### src/rtl/jetc_pkg.sv
// Shared types, register codes and the color table for the Julia escape-time colorizer.
// No dependencies; the modules refer to this package by scoped names.
package jetc_pkg;

  // Input beat: pixel start point z0, signed s3.28
  typedef struct packed {
    logic signed [31:0] start_real;
    logic signed [31:0] start_imag;
  } in_t;

  // Output beat: table color, painted flag and escape step
  typedef struct packed {
    logic [7:0]  red;
    logic [7:0]  green;
    logic [7:0]  blue;
    logic        painted;
    logic [15:0] escape_step;
  } out_t;

  typedef struct packed {
    logic [7:0] red;
    logic [7:0] green;
    logic [7:0] blue;
  } rgb_t;

  // Configuration register indexes
  localparam logic [1:0] CFG_C_REAL   = 2'd0;
  localparam logic [1:0] CFG_C_IMAG   = 2'd1;
  localparam logic [1:0] CFG_MAX_ITER = 2'd2;

  // Register reset values
  localparam logic signed [31:0] C_REAL_RESET   = 32'sd73374148;
  localparam logic signed [31:0] C_IMAG_RESET   = 32'sd1991791;
  localparam int unsigned        MAX_ITER_RESET = 600;

  localparam int unsigned PALETTE_SIZE = 7;

  // Fixed color table, index already clipped to the last entry
  function automatic rgb_t palette(input logic [2:0] idx);
    rgb_t c;
    case (idx)
      3'd0:    c = '{red: 8'd64,  green: 8'd128, blue: 8'd120};
      3'd1:    c = '{red: 8'd0,   green: 8'd0,   blue: 8'd255};
      3'd2:    c = '{red: 8'd0,   green: 8'd255, blue: 8'd0};
      3'd3:    c = '{red: 8'd0,   green: 8'd255, blue: 8'd255};
      3'd4:    c = '{red: 8'd255, green: 8'd0,   blue: 8'd0};
      3'd5:    c = '{red: 8'd255, green: 8'd0,   blue: 8'd255};
      default: c = '{red: 8'd255, green: 8'd255, blue: 8'd0};
    endcase
    return c;
  endfunction

endpackage

### src/rtl/julia_escape_time_colorizer_unit.sv
// Julia escape-time colorizer: iterative fixed-point core with one shared multiplier.
// Depends on jetc_pkg (beat types, register codes, color table).
//
// Usage:
//   in channel  (in_valid_i/in_ready_o/in_data_i): one start point z0 per beat.
//   out channel (out_valid_o/out_ready_i/out_data_o): one color beat per input beat.
//   cfg channel (cfg_valid_i/cfg_ready_o/cfg_addr_i/cfg_data_i): c_real, c_imag,
//   max_iter; always ready, write only while the unit is idle.
// Timing: one item is worked on at a time; in_ready_o is high only when idle.
//   A single 32x32 signed multiplier forms re*re, im*im and re*im in turn, so each
//   iteration of z = z*z + c steps through re^2, im^2, re*im and the update in turn.
//   When the point escapes, a restoring division with $clog2(TABLE_LEN) quotient bits
//   forms the color index.
// Stall: the result sits in an output register; the next item is accepted and
//   iterated while it waits, and the core holds its finished result until the
//   output register frees up.
// Reset: asynchronous, active low; the configuration registers return to their reset
//   values and no beat is pending.
module julia_escape_time_colorizer_unit #(
  parameter int unsigned TABLE_LEN = 7,
  parameter int unsigned FRAC_BITS = 28,
  parameter int unsigned ITER_BITS = 16
) (
  input  logic           clk_i,
  input  logic           rst_ni,
  input  logic           in_valid_i,
  output logic           in_ready_o,
  input  jetc_pkg::in_t  in_data_i,
  output logic           out_valid_o,
  input  logic           out_ready_i,
  output jetc_pkg::out_t out_data_o,
  input  logic           cfg_valid_i,
  output logic           cfg_ready_o,
  input  logic [1:0]     cfg_addr_i,
  input  logic [31:0]    cfg_data_i
);

  localparam int unsigned TW = $clog2(TABLE_LEN);
  localparam int unsigned NW = ITER_BITS + TW;
  localparam int unsigned CW = (TW > 1) ? $clog2(TW) : 1;
  localparam bit          ESC_EN = (2 * FRAC_BITS + 2) < 64;
  localparam logic [63:0] THR = ESC_EN ? (64'd1 << ((2 * FRAC_BITS + 2) % 64)) : 64'd0;
  localparam logic [TW-1:0] LAST_IDX = TW'(TABLE_LEN - 1);

  typedef enum logic [2:0] {
    ST_IDLE, ST_SQ_RE, ST_SQ_IM, ST_CHECK, ST_UPDATE, ST_DIV, ST_FIN
  } state_e;

  // Clip to the signed 32-bit range
  function automatic logic signed [31:0] sat32(input logic signed [63:0] v);
    logic signed [31:0] r;
    if (v > 64'sd2147483647) begin
      r = 32'sh7fffffff;
    end else if (v < -64'sd2147483648) begin
      r = 32'sh80000000;
    end else begin
      r = v[31:0];
    end
    return r;
  endfunction

  state_e                 state_q;
  logic signed [31:0]     c_real_q, c_imag_q;
  logic [ITER_BITS-1:0]   max_iter_q;
  logic signed [31:0]     re_q, im_q;
  logic signed [63:0]     rr_q, ii_q, ri_q, diff_q;
  logic [ITER_BITS-1:0]   k_q;
  logic                   first_q, esc_q;
  logic [NW-1:0]          rem_q, dvs_q;
  logic [TW-1:0]          quot_q;
  logic [CW-1:0]          dcnt_q;
  logic                   out_valid_q;
  jetc_pkg::out_t         out_q;

  // Shared multiplier operand select
  logic signed [31:0] mul_a, mul_b;
  logic signed [63:0] prod;
  always_comb begin
    case (state_q)
      ST_SQ_RE: begin mul_a = re_q; mul_b = re_q; end
      ST_SQ_IM: begin mul_a = im_q; mul_b = im_q; end
      default:  begin mul_a = re_q; mul_b = im_q; end
    endcase
  end
  assign prod = mul_a * mul_b;

  // Escape test on the squares of the current z
  logic [63:0] mag;
  logic        mag_gt;
  assign mag    = rr_q + ii_q;
  assign mag_gt = ESC_EN && (mag > THR);

  logic              last_iter;
  logic [ITER_BITS:0] k_inc;
  assign k_inc     = {1'b0, k_q} + 1'b1;
  assign last_iter = (k_inc == {1'b0, max_iter_q});

  // Update of z: floor shifts, add c, saturate
  logic signed [63:0] nre_w, nim_w;
  assign nre_w = (diff_q >>> FRAC_BITS) + 64'(c_real_q);
  assign nim_w = (ri_q >>> (FRAC_BITS - 1)) + 64'(c_imag_q);

  // Dividend k*(TABLE_LEN-1) for the color index
  logic [NW-1:0] dividend;
  assign dividend = NW'({{TW{1'b0}}, k_q} * NW'(TABLE_LEN - 1));

  // Result assembly
  logic [TW-1:0]         idx;
  logic [TW+2:0]         idx_ext;
  logic [2:0]            idx_clip;
  logic [ITER_BITS-1:0]  step_val;
  logic [ITER_BITS+15:0] step_ext;
  jetc_pkg::rgb_t        color;
  jetc_pkg::out_t        res;
  always_comb begin
    idx      = esc_q ? quot_q : LAST_IDX;
    idx_ext  = {3'b000, idx};
    idx_clip = (idx_ext >= (TW+3)'(jetc_pkg::PALETTE_SIZE)) ?
               3'(jetc_pkg::PALETTE_SIZE - 1) : idx_ext[2:0];
    color    = jetc_pkg::palette(idx_clip);
    step_val = esc_q ? k_q : max_iter_q;
    step_ext = {16'd0, step_val};
    if (esc_q && (k_q == '0)) begin
      res = '0;
    end else begin
      res.red         = color.red;
      res.green       = color.green;
      res.blue        = color.blue;
      res.painted     = 1'b1;
      res.escape_step = step_ext[15:0];
    end
  end

  assign in_ready_o  = (state_q == ST_IDLE);
  assign cfg_ready_o = 1'b1;
  assign out_valid_o = out_valid_q;
  assign out_data_o  = out_q;

  // Sequencer, datapath registers and output register
  always_ff @(posedge clk_i or negedge rst_ni) begin
    if (!rst_ni) begin
      state_q     <= ST_IDLE;
      c_real_q    <= jetc_pkg::C_REAL_RESET;
      c_imag_q    <= jetc_pkg::C_IMAG_RESET;
      max_iter_q  <= ITER_BITS'(jetc_pkg::MAX_ITER_RESET);
      out_valid_q <= 1'b0;
      first_q     <= 1'b0;
      esc_q       <= 1'b0;
      k_q         <= '0;
      dcnt_q      <= '0;
    end else begin
      // config writes
      if (cfg_valid_i) begin
        case (cfg_addr_i)
          jetc_pkg::CFG_C_REAL:   c_real_q   <= cfg_data_i;
          jetc_pkg::CFG_C_IMAG:   c_imag_q   <= cfg_data_i;
          jetc_pkg::CFG_MAX_ITER: max_iter_q <= cfg_data_i[ITER_BITS-1:0];
          default: ;
        endcase
      end

      // output beat taken; in ST_FIN the refill below owns the flag
      if (out_valid_q && out_ready_i && (state_q != ST_FIN)) begin
        out_valid_q <= 1'b0;
      end

      case (state_q)
        ST_IDLE: begin
          if (in_valid_i) begin
            re_q    <= in_data_i.start_real;
            im_q    <= in_data_i.start_imag;
            k_q     <= '0;
            first_q <= 1'b1;
            esc_q   <= 1'b0;
            state_q <= (max_iter_q == '0) ? ST_FIN : ST_SQ_RE;
          end
        end
        ST_SQ_RE: begin
          rr_q    <= prod;
          state_q <= ST_SQ_IM;
        end
        ST_SQ_IM: begin
          ii_q    <= prod;
          state_q <= ST_CHECK;
        end
        ST_CHECK: begin
          // re*im for the next update, and test of the step just done
          ri_q    <= prod;
          diff_q  <= rr_q - ii_q;
          first_q <= 1'b0;
          if (first_q) begin
            state_q <= ST_UPDATE;
          end else if (mag_gt) begin
            esc_q   <= 1'b1;
            rem_q   <= dividend;
            dvs_q   <= NW'({{TW{1'b0}}, max_iter_q} << (TW - 1));
            quot_q  <= '0;
            dcnt_q  <= CW'(TW - 1);
            state_q <= (k_q == '0) ? ST_FIN : ST_DIV;
          end else if (last_iter) begin
            state_q <= ST_FIN;
          end else begin
            k_q     <= k_inc[ITER_BITS-1:0];
            state_q <= ST_UPDATE;
          end
        end
        ST_UPDATE: begin
          re_q    <= sat32(nre_w);
          im_q    <= sat32(nim_w);
          state_q <= ST_SQ_RE;
        end
        ST_DIV: begin
          // one restoring division step per cycle
          if (rem_q >= dvs_q) begin
            rem_q  <= rem_q - dvs_q;
            quot_q <= TW'({quot_q, 1'b1});
          end else begin
            quot_q <= TW'({quot_q, 1'b0});
          end
          dvs_q <= dvs_q >> 1;
          if (dcnt_q == '0) begin
            state_q <= ST_FIN;
          end else begin
            dcnt_q <= dcnt_q - 1'b1;
          end
        end
        ST_FIN: begin
          if (!out_valid_q || out_ready_i) begin
            out_q       <= res;
            out_valid_q <= 1'b1;
            state_q     <= ST_IDLE;
          end
        end
        default: state_q <= ST_IDLE;
      endcase
    end
  end

endmodule

### config.mk
export PLATFORM = sky130hd
export DESIGN_NAME = julia_escape_time_colorizer_unit
export DESIGN_NICKNAME = d
export VERILOG_FILES = /design/src/rtl/jetc_pkg.sv /design/src/rtl/julia_escape_time_colorizer_unit.sv
export SDC_FILE = /design/constraint.sdc
export NUM_CORES = 2
export LEC_CHECK = 0
export BUFFER_PORTS_ARGS = -buffer_cell sky130_fd_sc_hd__buf_2
export CORE_MARGIN = 2
export CORE_UTILIZATION = 58
export CTS_CLUSTER_SIZE = 14
export DETAILED_ROUTE_END_ITERATION = 16
export GPL_TIMING_DRIVEN = 0
export HOLD_SLACK_MARGIN = 0.08
export PLACE_DENSITY = 0.76
export SLEW_MARGIN = 20
export SYNTH_ARGS = -nofsm -noshare
export SYNTH_HDL_FRONTEND = slang
export SYNTH_SLANG_ARGS = --single-unit
export TNS_END_PERCENT = 100
### constraint.sdc
create_clock -name clk_i -period 27.7 [get_ports clk_i]
set_clock_uncertainty 0.1 [all_clocks]
set_input_delay 1.385 -clock clk_i [delete_from_list [all_inputs] [get_ports clk_i]]
set_output_delay 1.385 -clock clk_i [all_outputs]
set_load 0.1 [all_outputs]
; Word level (Yosys, flattened, before mapping)
; Index checks and enable logic that the tools add are counted.
[word_totals]
inputBits = 103
reg_bits = 506
[op_classes]
n_mux = 53
n_addsub = 7
magnitude_cmp = 7
multipliers = 2
reduce_logical = 29
n_eq_ne = 24
[op_table]
columns = op, count
row1 = two-way mux 32 bit, 8
row2 = case mux 24 bit (6 select lines), 1
row3 = case mux 32 bit (2 select lines), 2
row4 = two-way mux 19 bit, 5
row5 = two-way mux 16 bit, 5
row6 = case mux 19 bit (2 select lines), 2
row7 = adder 64 bit, 1
row8 = greater-than comparator 64 x 59 -> 1 bit (second input constant), 1
row9 = multiplier 32 x 32 -> 64 bit, 1
row10 = subtractor 64 bit, 1
row11 = adder 37 x 32 -> 38 bit, 1
row12 = greater-than comparator 38 x 32 -> 1 bit (second input constant), 1
row13 = less-than comparator 38 x 32 -> 1 bit (second input constant), 1
row14 = adder 36 x 32 -> 37 bit, 1
row15 = greater-than comparator 37 x 32 -> 1 bit (second input constant), 1
row16 = less-than comparator 37 x 32 -> 1 bit (second input constant), 1
row17 = zero test 16 bit, 2
row18 = case mux 16 bit (2 select lines), 1
row19 = two-way mux 3 bit, 8
row20 = case mux 3 bit (7 select lines), 1
row21 = >= comparator 19 bit, 1
row22 = subtractor 19 bit, 1
row23 = multiplier 16 x 2 -> 18 bit (second input constant), 1
row24 = inequality test 2 bit (second input constant), 9
row25 = other kinds (26), 65

; Longest topological paths before layout
[logic_depth]
ltp_word = 6
depth_mapped = 38
ltp_nobuf = 33

; Worst setup path before layout
; Ideal clock, no wire load.
[synth_path]
path_type = reg2reg
start = register state_q[1]
end = register ii_q[57], data pin
setup_slack_ps = 17525
setup_ps = 273
path_stages_with_launch = 37
path_buffers = 5
arrival_time_ps = 9802
period_less_slack_ps = 10175
t_required_ps = 27327
path_cell_list = dfrtp_1 > clkbuf_1 > inv_1 > nor3_1 > clkbuf_1 > buf_1 > mux2i_1 > clkbuf_1 > nor2_1 > fa_1 > fa_1 > fa_1 > inv_1 > fa_1 > inv_1 > fa_1 > inv_1 > fa_1 > inv_1 > fa_1 > inv_1 > fa_1 > inv_1 > ha_1 > clkbuf_1 > and2_1 > and4_1 > or4b_2 > a31oi_1 > nor4b_1 > o31ai_1 > a311oi_1 > o21ai_1 > a211oi_1 > o21ai_1 > a221oi_1 > xnor2_1
[synth_between]
elab_chain_cells = 3
elab_cells_between_ends = 5
cone_classes = 1 x mul / 2 x eq/ne / 2 x mux
[synth_rtl]
columns = item, line_no
row1 = "start, declared", julia_escape_time_colorizer_unit.sv:62  ; state_e state_q;
row2 = "start signal, assigned", julia_escape_time_colorizer_unit.sv:175  ; state_q <= (max_iter_q == '0) ? ST_FIN : ST_SQ_RE;
row3 = "start signal, assigned", julia_escape_time_colorizer_unit.sv:199  ; state_q <= (k_q == '0) ? ST_FIN : ST_DIV;
row4 = == test 3 x 2 -> 1 bit / == test 3 x 1 -> 1 bit (equally long branches), julia_escape_time_colorizer_unit.sv:79  ; case (state_q)
row5 = two-way mux 32 bit, julia_escape_time_colorizer_unit.sv:79
row6 = multiplier 32 x 32 -> 64 bit *, julia_escape_time_colorizer_unit.sv:85  ; assign prod = mul_a * mul_b;
row7 = net prod[57], julia_escape_time_colorizer_unit.sv:77  ; logic signed [63:0] prod;
row8 = "end signal, assigned", julia_escape_time_colorizer_unit.sv:183  ; ii_q <= prod;
row9 = "end, declared", julia_escape_time_colorizer_unit.sv:66  ; logic signed [63:0] rr_q, ii_q, ri_q, diff_q;
; The timed path passes the listed nets; every way through them passes the cells marked *.
; A chain may end at the register's enable or synchronous reset.

; Worst setup path in the final report
[layout_path]
start = register state_q[1]
end = register ri_q[63], data pin
[layout_between]
elab_chain_cells = 3
elab_cells_between_ends = 5
cone_classes = 1 x mul / 2 x eq/ne / 2 x mux
[layout_rtl]
columns = item, line_no
row1 = == test 3 x 2 -> 1 bit / == test 3 x 1 -> 1 bit (equally long branches), julia_escape_time_colorizer_unit.sv:79
row2 = two-way mux 32 bit, julia_escape_time_colorizer_unit.sv:79
row3 = multiplier 32 x 32 -> 64 bit *, julia_escape_time_colorizer_unit.sv:85
row4 = net prod[63], julia_escape_time_colorizer_unit.sv:77
row5 = "end signal, assigned", julia_escape_time_colorizer_unit.sv:188  ; ri_q <= prod;
row6 = "end, declared", julia_escape_time_colorizer_unit.sv:66
; Marks and branches as above.

==> out/metrics.sh <==
RR_STARTPOINT='state_q[1]'
FILL_CELLS=9366
DRC_VIOLATION_COUNT_AFTER_ROUTING=0
CLOCK-SINKS=432
GLOBALPLACE.CONGESTION=1.05
SYNTH.LARGEST_AREA_CELL='fa_1'
DETAILEDROUTE.FIRSTPASSITERATIONCOUNT=9
GRT_PASS1_VIAS=55300
ROUTEDWLPERCELL_UM=29.3
HOLD_PATH.STARTPOINT='dcnt_q[0]'
GRT_ANTENNA_BEFORE_REPAIR=46
DRIVE_ABOVE_1_SHARE_PCT=8.08
GLOBALROUTETOTALUTIL_PCT=44.3
WORSTREG2REGEND='ri_q[63]'
WORST_SLEW_PIN_TRAN_NS=1.32
POSTCTSSETUPREPAIRBUFS=0
VIA_COUNT=54700
OVERFLOW=0
POSTSYNTHREGISTERBITS=432
CHIP_HEIGHT_UM=339
SYNTH_FLOP_CELL='edfxtp_1'
MAXIMUM_CAPACITANCE_VIOLATIONS=0
SYNTH_CELLS=6922
CP_DATA_REQUIRED_TIME_NS=27.85
CTS.PATH.MAX_BUFFERS=3
WORSTHOLDPATHCELLS=1
GRT_PASS1_WL_MM=368
CTSRESIZECOUNT=0
POSTSYNTHNETCOUNT=8539
CRIT_TYPE='reg2reg'
SYN-MEAN-INSTANCE-AREA_UM2=9.42
SLEW_HEADROOM_PCT=9.34
POSTSYNTH.ASYNCRESETSHARE_PCT=24.1
R2R_CELLS=37
REG2REG_SETUP_SLACK_NS=12.81
CTSHOLDBUFFERS=0
FINAL.MIN_CLOCK_PERIOD_NS=14.89
DRT.ANTENNA.VIOLATING_NETS=0
TIMING.CRITICAL_PATH.MODE_CELL='fa_1'
CP-END-KIND='register'
GRT_MAX_DEGREE=77
TIMING.FINAL.CRIT_SHARE_PCT=53.8
FINAL_NET_COUNT=8761
VIA_PER_INST=6.29
CTS_MADE_BUFFERS=42
FLOW.AREA_GROWTH_FROM_SYNTHESIS_PCT=7.44
CLOCK-ROOT-BUFFER='clkbuf_16'
CRITPATHMAXSTAGEDELAY_NS=0.96
NETLIST_TOP_CELLS_COUNT='inv_1, fa_1, nor2_1'
STARTING_DENSITY_OF_THE_CORE_PCT=58.2
SYNTH_SEQ_AREA_SHARE_PCT=19.1
RUN_STATUS='completed'
CRITICAL_PATH.STARTPOINT_TYPE='register'
SYNTH_EDF_COUNT=328
CRITICAL_PATH_ARRIVAL_NS=15.04
LARGEST_CELLS_BY_AREA_AFTER_SYNTHESIS='fa_1, edfxtp_1, ha_1'
SYNTH.TOP_CELL.AREA_SHARE_PCT=33.4
DRT-TOTAL-WL_MM=254
WORST_PATH_MAX_DELAY_CELL='buf_1'
INSERTION_DELAY_OF_THE_LATER_CLOCKED_PIN_IN_THE_WORST_SKEW_PAIR_NS=0.60
DIE-WIDTH_UM=339
WORST-PATH-MAX-FANOUT=10
SETUP_VIOLATIONS=0
SYNTH_AREA_UM2=65200
REPORT.FINAL.SLEW_VIOL_COUNT=0
PLACEABLECOREAREA_UM2=112000
TRITONCTS='done'
DETAILEDROUTE.FIRSTITERATIONVIOLATIONS=6536
TIMING.HOLD.WORST.CLASS='reg2reg'
SYNTHDISTINCTLIBCELLS=101
DPL.HPWL_MM=211
PORTBUFFERS=145
FLOORPLAN.DIE_AREA_UM2=115000
MIN_TO='dcnt_q[0]'
FINALSETUPTNS_NS=0
HTREEDEPTH=2
PATH_CLK_SLEW_NS=0.07
IO_PINS=147
FLOORPLAN_ROW_COUNT=123
TIMING.FINAL.HOLD_VIOLATIONS=0
YOSYS.CELL_COUNT.TOP_TYPE='inv_1'
FMAX_GHz=0.0672
SYNTH_WARNINGS=0
GRT_SETUP_UNREPAIRED='no'
==> cell usage in the layout, fill, tap and decap left out, types with 35 or more instances in the layout <==
master     count
buf_2        154
fa_1        1086
nor3_1        66
xnor2_1      162
ha_1         427
edfxtp_1     328
mux2_2       137
clkbuf_1     250
nand3_1      100
a21oi_1      281
nand2_1      723
nor2_1       770
o21ai_0      186
nor4_1        56
o31ai_1       43
nor2b_1       55
a21o_1        97
xor2_1        58
clkbuf_16     46
dfrtp_1       73
a221o_1       37
o21a_1        38
nand4_1       43
o21bai_1      35
inv_1       1184
nand2b_1      40
==> worst max path at each step <==
stage / depth (start not counted) / endpoint / startpoint / slack, ns
4_1_cts: 37 / ri_q[63] / state_q[1] / 13.17
2_1_floorplan: 36 / ii_q[57] / state_q[1] / 17.53
5_1_grt: 38 / ri_q[63] / state_q[1] / 12.69
3_3_place_gp: 37 / ii_q[63] / state_q[1] / 12.72
6_report: 37 / ri_q[63] / state_q[1] / 12.81
3_5_place_dp: 37 / ii_q[63] / state_q[1] / 13.30
==> area by class of cell <==
| cell class | instances | area, um^2 | area share [%] |
|---|---|---|---|
| clock buffers | 63 | 1300 | 1.85 |
| diodes | 17 | 42.5 | 0.0607 |
| plain buffers | 303 | 1250 | 1.78 |
| multi-input cells | 4996 | 47300 | 67.5 |
| flip-flops and latches | 432 | 12500 | 17.8 |
| inverters | 1191 | 4470 | 6.38 |
| repair buffers | 178 | 1220 | 1.74 |
| well taps | 1500 | 1880 | 2.68 |
| clock inverters | 15 | 113 | 0.161 |
==> sequential cells by signal, summed over array words and instances (netlist names), 2 cells and up <==
register / count
max_iter_q: 16
dvs_q: 18
re_q: 32
c_real_q: 32
c_imag_q: 32
ii_q: 64
rem_q: 19
ri_q: 37
quot_q: 3
k_q: 16
diff_q: 36
out_data_o: 23
state_q: 3
rr_q: 64
im_q: 32
dcnt_q: 2
==> critical path, delay by kind of cell, from the launching register on <==
kind            cells  cell delay (ns)
mux                 1             0.80
compound gates      8             2.52
buf+inv            12             3.75
fa+ha+maj           9             4.26
flops               1             0.37
simple gates        7             2.73
==> through the flow <==
step	area [um^2]	hold WS, ns	cells	setup WS [ns]	util [%]
finish	70100	0.408	8695	12.81	62.6
CTS	70000	0.404	8677	13.17	62.5
global route	70000	0.434	8678	12.69	62.5
floorplan	65200	0.361	6922	17.53	-
global placement	67800	0.383	8567	12.72	60.5
detailed placement	68600	0.393	8599	13.30	61.2
==> routing by layer <==
layer  track usage (%)  vias to the layer above  routed length, um
met1              60.0                    27500              97700
met4              21.5                       28              15400
met5                 0                        -                169
li1                  -                    22900                  -
met3              14.3                      800              33600
met2              64.6                     3533             108000
==> kinds of logic (layout without fill, tap and decap cells) <==
logic type / Yosys count / in the layout / synth area share, %
AO/OA/AOI/OAI: 1014 / 1014 / 10.4
adder cells (fa/ha/maj): 1514 / 1514 / 41.6
multiplexers: 204 / 204 / 3.39
AND/OR/NAND/NOR: 2043 / 2043 / 13.8
other: 1 / 18 / 0.00575
flip-flops: 432 / 432 / 19.1
XOR/XNOR: 220 / 220 / 2.95
buffers and inverters: 1494 / 1750 / 8.75
Power is not shown: default switching activity piles up to over one toggle a cycle in this logic, so the estimate is an artifact.
